$ cat src/hw/rtl/cau_pkg.sv
// shared types, constants and helper functions for the complex arithmetic unit
// no dependencies; imported by every module of the unit
`default_nettype none

package cau_pkg;

	localparam int DATA_WIDTH     = 16;
	localparam int FRAC_BITS      = 8;
	localparam int PROD_WIDTH     = 2 * DATA_WIDTH;
	localparam int DVD_WIDTH      = PROD_WIDTH + FRAC_BITS;
	localparam int CMP_WIDTH      = 3 * DATA_WIDTH;
	localparam int ROOT_REM_WIDTH = DATA_WIDTH + 3;

	typedef enum logic [2:0] {
		MODE_ADD  = 3'd0,
		MODE_SUB  = 3'd1,
		MODE_MUL  = 3'd2,
		MODE_DIV  = 3'd3,
		MODE_MOD  = 3'd4,
		MODE_CONJ = 3'd5
	} mode_t;

	localparam logic [1:0] ST_OK   = 2'd0;
	localparam logic [1:0] ST_SAT  = 2'd1;
	localparam logic [1:0] ST_DIVZ = 2'd2;

	typedef struct packed {
		logic [2:0]                   mode;
		logic signed [DATA_WIDTH-1:0] a_real;
		logic signed [DATA_WIDTH-1:0] a_imag;
		logic signed [DATA_WIDTH-1:0] b_real;
		logic signed [DATA_WIDTH-1:0] b_imag;
	} in_t;

	typedef struct packed {
		logic signed [DATA_WIDTH-1:0] res_real;
		logic signed [DATA_WIDTH-1:0] res_imag;
		logic [1:0]                   status;
	} out_t;

	typedef struct packed {
		logic signed [DATA_WIDTH-1:0] value;
		logic                         sat;
	} sat_t;

	// item state while the divider and root iterations run
	typedef struct packed {
		logic [2:0]                   mode;
		logic signed [DATA_WIDTH-1:0] res_r;
		logic signed [DATA_WIDTH-1:0] res_i;
		logic                         sat;
		logic                         divz;
		logic                         neg_r;
		logic                         neg_i;
		logic                         ovf_r;
		logic                         ovf_i;
		logic [PROD_WIDTH-1:0]        den;
		logic [PROD_WIDTH-1:0]        rem_r;
		logic [PROD_WIDTH-1:0]        rem_i;
		logic [DATA_WIDTH-1:0]        dlow_r;
		logic [DATA_WIDTH-1:0]        dlow_i;
		logic [DATA_WIDTH-1:0]        q_r;
		logic [DATA_WIDTH-1:0]        q_i;
		logic [PROD_WIDTH-1:0]        sq_n;
		logic [ROOT_REM_WIDTH-1:0]    sq_rem;
		logic [DATA_WIDTH-1:0]        sq_root;
	} work_t;

	localparam logic [DATA_WIDTH-1:0] POS_MAX = {1'b0, {(DATA_WIDTH-1){1'b1}}};
	localparam logic [DATA_WIDTH-1:0] NEG_MIN = {1'b1, {(DATA_WIDTH-1){1'b0}}};

	// clip a wide signed value to the data width
	function automatic sat_t saturate(input logic signed [PROD_WIDTH:0] v);
		sat_t r;
		logic signed [PROD_WIDTH:0] hi;
		logic signed [PROD_WIDTH:0] lo;
		hi = {{(PROD_WIDTH-DATA_WIDTH+2){1'b0}}, {(DATA_WIDTH-1){1'b1}}};
		lo = {{(PROD_WIDTH-DATA_WIDTH+2){1'b1}}, {(DATA_WIDTH-1){1'b0}}};
		if (v > hi) begin
			r.value = POS_MAX;
			r.sat   = 1'b1;
		end else if (v < lo) begin
			r.value = NEG_MIN;
			r.sat   = 1'b1;
		end else begin
			r.value = v[DATA_WIDTH-1:0];
			r.sat   = 1'b0;
		end
		return r;
	endfunction

	// sign and clip a quotient magnitude
	function automatic sat_t div_fix(input logic neg, input logic ovf,
			input logic [DATA_WIDTH-1:0] q);
		sat_t r;
		if (ovf) begin
			r.value = neg ? NEG_MIN : POS_MAX;
			r.sat   = 1'b1;
		end else if (!neg) begin
			r.sat   = q > POS_MAX;
			r.value = r.sat ? POS_MAX : q;
		end else begin
			r.sat   = q > NEG_MIN;
			r.value = r.sat ? NEG_MIN : (~q + 1'b1);
		end
		return r;
	endfunction

endpackage

`default_nettype wire

$ cat src/hw/rtl/cau_iter.sv
// one pipeline stage of the two restoring dividers and the square root
// depends on cau_pkg; STEP picks the quotient bit and radicand bit pair
`default_nettype none

module cau_iter #(
	parameter int STEP = 0
) (
	input  wire logic           clk,
	input  wire logic           arst_n,
	input  wire logic           en,
	input  wire logic           in_valid,
	input  wire cau_pkg::work_t w_in,
	output logic                out_valid,
	output cau_pkg::work_t      w_out
);
	import cau_pkg::*;

	localparam int QBIT = DATA_WIDTH - 1 - STEP;
	localparam int NBIT = PROD_WIDTH - 2 - 2 * STEP;

	logic [PROD_WIDTH:0]       tr_r, tr_i, den_x;
	logic [ROOT_REM_WIDTH-1:0] t2, trial;
	work_t                     nxt;

	always_comb begin
		nxt   = w_in;
		den_x = {1'b0, w_in.den};

		tr_r = {w_in.rem_r, w_in.dlow_r[QBIT]};
		if (tr_r >= den_x) begin
			nxt.rem_r       = PROD_WIDTH'(tr_r - den_x);
			nxt.q_r[QBIT]   = 1'b1;
		end else begin
			nxt.rem_r       = tr_r[PROD_WIDTH-1:0];
		end

		tr_i = {w_in.rem_i, w_in.dlow_i[QBIT]};
		if (tr_i >= den_x) begin
			nxt.rem_i       = PROD_WIDTH'(tr_i - den_x);
			nxt.q_i[QBIT]   = 1'b1;
		end else begin
			nxt.rem_i       = tr_i[PROD_WIDTH-1:0];
		end

		// digit-by-digit root, two radicand bits a step
		t2    = {w_in.sq_rem[ROOT_REM_WIDTH-3:0], w_in.sq_n[NBIT+1:NBIT]};
		trial = ROOT_REM_WIDTH'({w_in.sq_root, 2'b01});
		if (t2 >= trial) begin
			nxt.sq_rem  = t2 - trial;
			nxt.sq_root = {w_in.sq_root[DATA_WIDTH-2:0], 1'b1};
		end else begin
			nxt.sq_rem  = t2;
			nxt.sq_root = {w_in.sq_root[DATA_WIDTH-2:0], 1'b0};
		end
	end

	logic  valid_s1;
	work_t work_s1;

	always_ff @(posedge clk or negedge arst_n) begin
		if (!arst_n) begin
			valid_s1 <= 1'b0;
		end else if (en) begin
			valid_s1 <= in_valid;
		end
	end

	always_ff @(posedge clk) begin
		if (en) begin
			work_s1 <= nxt;
		end
	end

	assign out_valid = valid_s1;
	assign w_out     = work_s1;

endmodule

`default_nettype wire

$ cat config.mk
export PLATFORM = sky130hd
export DESIGN_NAME = cau_iter
export DESIGN_NICKNAME = d
export VERILOG_FILES = /design/src/hw/rtl/cau_pkg.sv /design/src/hw/rtl/cau_iter.sv
export SDC_FILE = /design/constraint.sdc
export NUM_CORES = 1
export LEC_CHECK = 0
export BUFFER_PORTS_ARGS = -buffer_cell sky130_fd_sc_hd__buf_2
export CORE_AREA = 2 2 208 210
export CTS_CLUSTER_SIZE = 10
export DETAILED_ROUTE_END_ITERATION = 7
export DIE_AREA = 0 0 210 212
export GPL_ROUTABILITY_DRIVEN = 0
export MAX_ROUTING_LAYER = met4
export REMOVE_ABC_BUFFERS = 1
export SLEW_MARGIN = 5
export SYNTH_ARGS = -nofsm -noshare
export SYNTH_HDL_FRONTEND = slang
export SYNTH_SLANG_ARGS = --single-unit
$ cat constraint.sdc
create_clock -name clk -period 1 [get_ports clk]
set_input_delay 0.15 -clock clk [delete_from_list [all_inputs] [get_ports clk]]
set_output_delay 0.15 -clock clk [all_outputs]
set_load 0.02 [all_outputs]
# == Word level (Yosys, flattened, before mapping) ==
# Cells that the tools add are included.
# totals
inputBits,272
regBits,269
word_cells,31
output_inout_bits,269
# op_classes
order_cmp,3
n_mux,3
n_addsub,3
# op_table
cell,count
33-bit by 32-bit greater-or-equal comparator with 1-bit output,2
32-bit two-way mux,2
32-bit subtractor,2
35-bit two-way mux,1
19-bit by 18-bit greater-or-equal comparator with 1-bit output,1
19-bit by 18-bit subtractor with 19-bit output,1

# == Longest topological paths before layout ==
# Gate-level depths: netlist of run 1.
# logic_depth
ltp_word,2
ltp_mapped,14
depth_no_buf,12

# == Least setup slack after synthesis of run 1 ==
# No wires, ideal clock.
# synth_path
path_type,input-to-reg
from,input w_in[198] in the netlist's numbering
to,"register work_s1, in the netlist w_out[135], data pin"
t_arrival_ps,2810
t_required_ps,740
n_path_buf,1
stages,12
setup_time_ps,260
setup_slack_ps,-2070
path_cell_list,inv_1 ha_1 a21o_1 a21oi_2 a211oi_2 nor3_2 o41ai_4 a311oi_4 o21ai_2 a311oi_4 buf_6 mux2_4
# synth_lines
element,line_no,rtl
from (decl),cau_iter.sv:12,"input wire cau_pkg::work_t w_in,"
to (signal assigned),cau_iter.sv:70,work_s1 <= nxt;
to (decl),cau_iter.sv:58,work_t work_s1;

==> impl_results.rst, run 1 <==
.. list-table::
   :header-rows: 1

   * - Metric
     - Value
   * - Run status
     - complete, but fails checks
   * - Violated checks
     - negative setup slack
   * - Metal3 WL
     - roughly 3700 um
   * - Global router's overall resource usage
     - between 20% and 30%
   * - Growth of design area from synthesis to finish
     - 77.2%
   * - Maximum number of pins on one net before global-route repair
     - 40
   * - RSZ-0062 raised after global routing
     - yes
   * - Drt first-iter violations
     - 693
   * - Pwr per Cell Area
     - 1560 mW/mm^2
   * - Clk slew on worst S/H paths
     - about 60 ps
   * - Number of violations of the max-capacitance limit
     - 0
   * - Post-route DRC
     - 0
   * - Crit path time final
     - ~2500 ps
   * - Non-filler instance count after layout
     - roughly 2800
   * - Number of cell instances on the worst register-to-register path
     - 1
   * - Combinational share of power
     - 29.4%
   * - DRT met1 WL
     - 21900 um
   * - Part of the total power dissipated in the clock network
     - roughly a third
   * - Post-synth EDFFs
     - ~270
   * - Cell row count
     - 76
   * - Final Hold Fails
     - 0
   * - Number of vias per cell after detailed routing
     - roughly 4.8
   * - Clock latency at the later pin of the worst-skew pair
     - roughly 530 ps
   * - Post-layout total power
     - 37.4 mW
   * - Mapped Cells
     - between 1000 and 1500
   * - Count of synthesis-stage warnings from yosys
     - 0
   * - Part of the Yosys area used for sequential elements
     - around 60%
   * - Placed instance count
     - ~2400
   * - Commonest cells after routing, fill and taps aside
     - 503 x sky130_fd_sc_hd__buf_2, 324 x sky130_fd_sc_hd__buf_4, 268 x sky130_fd_sc_hd__edfxtp_1
   * - Via Count
     - ~13000
   * - Dominant synthesized flop cell
     - sky130_fd_sc_hd__edfxtp_1
   * - Standby leakage power
     - about 11 nW
   * - Clk sinks
     - 269
   * - Final cycle utilization of the critical path
     - 248%
   * - Gr ovfl total
     - 0
   * - Clock tree from TritonCTS
     - yes
   * - Post-Synthesis Mean Instance Area
     - between 10 and 15 um^2
   * - Bufs on Longest Clock Path
     - 3
   * - Cell area after synthesis
     - around 0.013 mm^2
   * - Wirelength per Cell
     - around 20 um
   * - Router iterations before antenna repair
     - 5
   * - Register bit count reported by yosys
     - ~270
   * - Max Transition Viols Final
     - 0
   * - Final worst slack
     - -1480 ps
   * - Beginning of the worst hold path
     - w_in[19]
   * - CP startpoint kind
     - input port
   * - End of the worst register-to-register path
     - out_valid$_DFFE_PN0P_
   * - Antenna violations before repair
     - 12
   * - Distinct cells, synth
     - 67
   * - Arrival time of data at the critical path endpoint
     - 2770 ps
   * - Share of layout cells above drive strength 1
     - about half
   * - Total wire length
     - 55000 um
   * - Number of setup violations in the final report
     - around 360
   * - Wire length of the first global-routing pass
     - 78400 um
   * - Initial standard-cell utilization of the core
     - between 30% and 40%
   * - Remaining antenna violation count after routing
     - 0
   * - Die area
     - between 0.04 and 0.05 mm^2
   * - Sw Ratio
     - around 30%
   * - Most frequent standard cell in the layout excluding fill and tap cells
     - sky130_fd_sc_hd__buf_2
   * - Classification of the worst-slack hold path
     - input port to flop
   * - Height of the die
     - 212 um
   * - Required time worst endpoint
     - around 1300 ps
   * - TritonCTS Buffers
     - 35
   * - # port buffers
     - around 540
   * - Crit path kind
     - input port to flop
   * - Worst ir drop on vdd
     - between 0.001 and 0.0015 V
   * - Critical Path Sink Type
     - flop
   * - Worst slew slack as a fraction of its limit
     - between 60 and 70%
   * - Highest clock frequency the design can meet
     - a little over 0.4 GHz
   * - Post-layout nets
     - roughly 2500
   * - Cell-internal power
     - roughly 26 mW
   * - Async S/R FF share, synth
     - less than 1%
   * - HPWL after detailed placement
     - 40300 um
   * - Die Span X
     - 210 um
   * - Ports placed on the boundary
     - around 540
   * - Area of the placeable core
     - around 0.043 mm^2
   * - Via count of the first global-routing pass
     - around 14000
   * - Root Buffer
     - sky130_fd_sc_hd__clkbuf_16
   * - Clk_skew
     - 0 ps
   * - Cell count of the worst hold path
     - 3
   * - H-tree depth reported by CTS
     - 2
   * - Worst-case hold path end point
     - w_out[21]$_DFFE_PP_
   * - Switching component of the power
     - ~11 mW
   * - Uppermost metal layer occupied by signal nets
     - met4
   * - Relative contribution of sequential cells to total power
     - a little under two fifths
   * - Worst slew pin tran
     - approximately 490 ps
   * - R2R Path Start
     - out_valid$_DFFE_PN0P_
   * - Slack of the worst reg-to-reg path
     - about 230 ps
   * - Peak fanout along the critical path
     - 6
   * - Detail Route met2 WL
     - roughly 27000 um
-- timing repair --
item                                    in CTS  in global routing
endpoints found under the hold margin      243                  2
endpoints found under the setup margin     355                359
pin swaps                                   36                 22
resized for setup                          123                 73
cloned                                       2                  0
buffers inserted                             8                 10
hold buffers                               241                  2
-- cells in the mapped netlist, drive strengths merged, types with 4 or more instances --
cell type,count,area (um^2)
mux2i,4,40.0
xnor2,49,429
a21oi,108,548
a31oi,7,43.8
a31o,5,43.8
ha,82,1030
nor2,78,293
xor2,24,210
o21bai,12,90.1
inv,72,270
nor3,8,45.0
a21o,31,233
buf,8,56.3
nand2b,7,43.8
o211ai,9,67.6
o21ai,41,209
a211oi,5,42.5
or3,4,25.0
and3,8,50.1
mux2,43,582
nand2,49,184
edfxtp,268,8050
and2,5,31.3
clkbuf,16,60.1
nand3,16,80.1
nand4,10,62.6
o21a,16,120
nor2b,14,87.6
-- worst max-delay path, cell delays in order --
cell	delay, ps
sky130_fd_sc_hd__buf_2	140
sky130_fd_sc_hd__ha_4	270
sky130_fd_sc_hd__nand3_1	80
sky130_fd_sc_hd__or2_4	280
sky130_fd_sc_hd__a211oi_4	210
sky130_fd_sc_hd__nor3_2	60
sky130_fd_sc_hd__buf_4	150
sky130_fd_sc_hd__o41ai_4	330
sky130_fd_sc_hd__a311oi_4	160
sky130_fd_sc_hd__o21ai_2	180
sky130_fd_sc_hd__a311oi_4	110
sky130_fd_sc_hd__buf_6	160
sky130_fd_sc_hd__buf_12	150
sky130_fd_sc_hd__mux2_4	310
-- through the flow --
stage | setup slack (ps) | area [um^2] | setup TNS [ps] | hold WS (ps) | util, %
2_1_floorplan | -3360 | 13400 | -227560 | -146 | -
3_3_place_gp | -2260 | 19400 | -174140 | -73.9 | 45.5
3_5_place_dp | -2380 | 19400 | -182070 | -73.0 | 45.5
4_1_cts | -1460 | 23500 | -177150 | 0.690 | 55.3
5_1_grt | -1580 | 23900 | -186670 | 18.5 | 56.2
6_report | -1480 | 23900 | -168380 | 17.4 | 56.2
-- state kept, by name, indices dropped and copies added, names as in the netlist --
register   cells
w_out        268
out_valid      1
-- worst max path at each step --
stage               from                    to  slack (ps)  cells past startpoint
6_report       w_in[140]  w_out[134]$_DFFE_PP_       -1480                     14
5_1_grt        w_in[140]  w_out[162]$_DFFE_PP_       -1580                     14
4_1_cts        w_in[203]  w_out[150]$_DFFE_PP_       -1460                     15
3_5_place_dp   w_in[198]  w_out[155]$_DFFE_PP_       -2380                     14
3_3_place_gp   w_in[208]  w_out[152]$_DFFE_PP_       -2260                     14
2_1_floorplan  w_in[203]  w_out[172]$_DFFE_PP_       -3360                     11
-- layout make-up --
class / count / area (um^2)
Inverter: 72 / 293
Timing Repair Buffer: 1127 / 8160
Antenna cell: 10 / 25.0
Tap cell: 546 / 683
Fill cell: 3508 / 18600
Multi-Input combinational cell: 678 / 5590
Clock inverter: 12 / 169
Sequential cell: 269 / 8070
Clock buffer: 44 / 910
-- power by group through the flow --
stage | combinational (mW) | clock, mW | sequential, mW
after floorplan | 3.22 | 0 | 15.9
final | 11.0 | 12.1 | 14.2
after global routing | 11.7 | 12.8 | 14.3
after detailed placement | 9.35 | 0 | 14.4
after CTS | 10.6 | 12.4 | 14.2
after global placement | 9.25 | 0 | 14.4
-- routing by layer --
metal,GRT usage (%),up-vias
met5,-,-
met4,10.1,0
met3,5.70,125
met2,41.4,512
met1,27.5,6268
li1,-,6199
-- cell families after synthesis --
| group | share of synthesized area [%] |
|---|---|
| buf+inv | 2.87 |
| fa+ha+maj | 7.90 |
| mux | 4.61 |
| xor+xnor | 4.74 |
| simple gates | 7.27 |
| compound gates | 12.8 |
| flops | 59.8 |
Power figures use the tool's default switching activity.
==> run 2: changes to the inputs <==
- clock period: 1 -> 2.9 ns (I/O delays scaled with it)
==> run 2 against run 1 <==
Against the previous run:
- the flow now finishes without violations
- non-clock buffer count shrank 350
- sequential cell count stayed put
- global-route usage is 2.8 points lower
- register-to-register slack better by 1900 ps
- die area did not move
- critical path depth shrank 1
- worst hold slack better by 53 ps
- clock skew unchanged
- utilization down 8.9 points
- count of clock-buffer cells in the layout grew 2
- critical path type unchanged
- largest power group unchanged
==> impl_results.rst, run 2 (synthesis results as in run 1) <==
.. list-table::
   :header-rows: 1

   * - Metric
     - Value
   * - Clk_skew
     - 0 ps
   * - Run status
     - finished clean
   * - Number of filler cells placed in the layout
     - roughly 3900
   * - Clk sinks
     - roughly 270
   * - Cell row count
     - 76
   * - H-tree depth reported by CTS
     - 2
   * - Ports placed on the boundary
     - 541
   * - Slack of the worst reg-to-reg path
     - 2140 ps
   * - Clk slew on worst S/H paths
     - 60 ps
   * - Number of setup violations in the final report
     - 0
   * - Number of vias per cell after detailed routing
     - between 4 and 5
   * - Die area
     - around 0.045 mm^2
   * - Router iterations before antenna repair
     - 4
   * - Fin util
     - 47.4%
   * - Wire length of the first global-routing pass
     - approximately 69000 um
   * - CP Buf/Inv Count
     - 3
   * - Largest register FFs
     - 268
   * - Peak fanout along the critical path
     - 3
   * - Root Buffer
     - sky130_fd_sc_hd__clkbuf_16
   * - Relative contribution of sequential cells to total power
     - approximately two fifths
   * - Worst ir drop on vdd
     - 0.000428 V
   * - Worst slew slack as a fraction of its limit
     - a little over three fifths
   * - Cell-internal power
     - slightly below 9 mW
   * - Register cell area after layout
     - between 0.008 and 0.009 mm^2
   * - Dpl ws
     - -708 ps
   * - Crit path kind
     - input port to flop
   * - Number of violations of the max-capacitance limit
     - 0
   * - Gr ovfl total
     - 0
   * - Worst slew pin tran
     - between 500 and 600 ps
   * - Standby leakage power
     - 9.13 nW
   * - Via count of the first global-routing pass
     - 11600
   * - Total wire length
     - a little under 50000 um
   * - Growth of design area from synthesis to finish
     - 49.2%
   * - Arrival time of data at the critical path endpoint
     - 3120 ps
   * - Footprint of the multi-input gates
     - 0.00527 mm^2
   * - List of cells traversed by the critical path
     - buf_2, inv_2, ha_1, a21o_1, a21oi_2, a21oi_2, or3_1, o31a_1, a311oi_1, buf_4, o311ai_0, xor2_1, mux2_2
   * - Placed Instance Area
     - approximately 0.019 mm^2
   * - Via Count
     - approximately 11000
   * - Final Hold Fails
     - 0
   * - Antenna violations before repair
     - 19
   * - Share of layout cells above drive strength 1
     - slightly below 50%
   * - Initial standard-cell utilization of the core
     - between 30% and 40%
   * - RSZ-0062 raised after global routing
     - yes
   * - # port buffers
     - between 500 and 600
   * - Finished Cell Area
     - 0.0201 mm^2
   * - Maximum number of pins on one net before global-route repair
     - 66
   * - Combinational share of power
     - 25.3%
   * - Highest clock frequency the design can meet
     - approximately 0.35 GHz
   * - Critical Path Sink Type
     - flop
   * - Sw Ratio
     - between 20% and 30%
   * - Pwr per Cell Area
     - between 600 and 700 mW/mm^2
   * - Part of the total power dissipated in the clock network
     - a little over a third
   * - Switching component of the power
     - 3.58 mW
   * - Commonest cells after routing, fill and taps aside
     - 537 x sky130_fd_sc_hd__buf_2, 268 x sky130_fd_sc_hd__edfxtp_1, 227 x sky130_fd_sc_hd__buf_4
   * - Largest incremental delay on the critical path
     - about 360 ps
   * - Clock tree from TritonCTS
     - yes
   * - Wirelength per Cell
     - approximately 20 um
   * - HPWL after detailed placement
     - ~39000 um
   * - Classification of the worst-slack hold path
     - input port to flop
   * - Cell family with most CP delay
     - compound AO/OA/AOI/OAI gates
   * - Bufs on Longest Clock Path
     - 3
   * - Final cycle utilization of the critical path
     - between 90% and 100%
   * - CP startpoint kind
     - input port
   * - Die Span X
     - between 200 and 250 um
   * - Required time worst endpoint
     - 3190 ps
   * - Remaining antenna violation count after routing
     - 0
   * - Most frequent standard cell in the layout excluding fill and tap cells
     - sky130_fd_sc_hd__buf_2
   * - Clock latency at the later pin of the worst-skew pair
     - 530 ps
   * - Height of the die
     - 212 um
   * - Post-route DRC
     - 0
   * - Crit path time final
     - between 2000 and 3000 ps
   * - Max Transition Viols Final
     - 0
   * - Post-layout nets
     - 2190
   * - Most frequent cell on the critical path
     - sky130_fd_sc_hd__a21oi_2
   * - Area of the placeable core
     - around 0.043 mm^2
   * - Final worst slack
     - 72.6 ps
   * - Critical path's slowest cell
     - sky130_fd_sc_hd__or3_1
   * - TritonCTS Buffers
     - 36
   * - Total Negative Setup Slacks
     - 0 ps
   * - Drt first-iter violations
     - 568
   * - Global router's overall resource usage
     - a little over a fifth
## run 2: changes by cell type in the layout (fill, tap and decap cells not counted), moves of 9 or more
cell,delta
sky130_fd_sc_hd__ha_1,+10
sky130_fd_sc_hd__a21oi_1,+12
sky130_fd_sc_hd__inv_1,+9
sky130_fd_sc_hd__buf_4,-97
sky130_fd_sc_hd__a21oi_2,-9
sky130_fd_sc_hd__buf_2,+34
sky130_fd_sc_hd__buf_6,-36
sky130_fd_sc_hd__ha_4,-10
sky130_fd_sc_hd__dlygate4sd3_1,-242
## run 2: final timing paths
| check | from | endpoint | cells after the start |
|---|---|---|---|
| min reg2reg | out_valid$_DFFE_PN0P_ | out_valid$_DFFE_PN0P_ | 1 |
| max in group asynchronous | arst_n | out_valid$_DFFE_PN0P_ | 2 |
| min in group asynchronous | arst_n | out_valid$_DFFE_PN0P_ | 2 |
| max | w_in[198] | w_out[194]$_DFFE_PP_ | 13 |
| min | w_in[102] | w_out[102]$_DFFE_PP_ | 1 |
| max reg2reg | out_valid$_DFFE_PN0P_ | out_valid$_DFFE_PN0P_ | 1 |
## run 2: area by class of cell
cell class | instances | share of cell area [%]
antenna | 15 | 0.186
timing repair buffer | 777 | 23.0
tap | 546 | 3.39
inverter | 72 | 1.34
sequential | 269 | 40.1
multi-input combinational | 678 | 26.2
clock inverter | 12 | 1.08
clock buffer | 46 | 4.71
## run 2: timing repair
action,4_1_cts,5_1_grt
hold endpoints to repair,1,0
gates resized for setup,27,19
pin swaps,9,7
setup endpoints to repair,32,48
gates cloned,2,0
hold buffers,1,0
buffers inserted,3,2
## run 2: power groups by stage
stage / Combinational [mW] / Clock, mW / Sequential [mW]
2_1_floorplan: 1.11 / 0 / 5.49
3_3_place_gp: 3.04 / 0 / 4.97
3_5_place_dp: 3.07 / 0 / 4.97
4_1_cts: 3.15 / 4.58 / 4.90
5_1_grt: 3.39 / 4.71 / 4.93
6_report: 3.16 / 4.45 / 4.89
## run 2: stage by stage
stage	power, mW	hold slack [ps]	instances
6_report	12.5	70.0	2415
4_1_cts	12.6	30.3	2398
3_5_place_dp	8.03	212	2334
2_1_floorplan	6.60	139	1019
5_1_grt	13.0	32.7	2415
3_3_place_gp	8.00	215	2334
## run 2: metal layers
metal / vias to the layer above / global-route usage [%] / part of all wire (%) / routed length [um]
li1: 5503 / - / - / -
met1: 5509 / 24.3 / 41 / 20000
met2: 401 / 35.9 / 49 / 23600
met3: 76 / 7.21 / 7.2 / 3480
met4: 0 / 6.97 / 2.9 / 1410
met5: - / - / 0 / 0
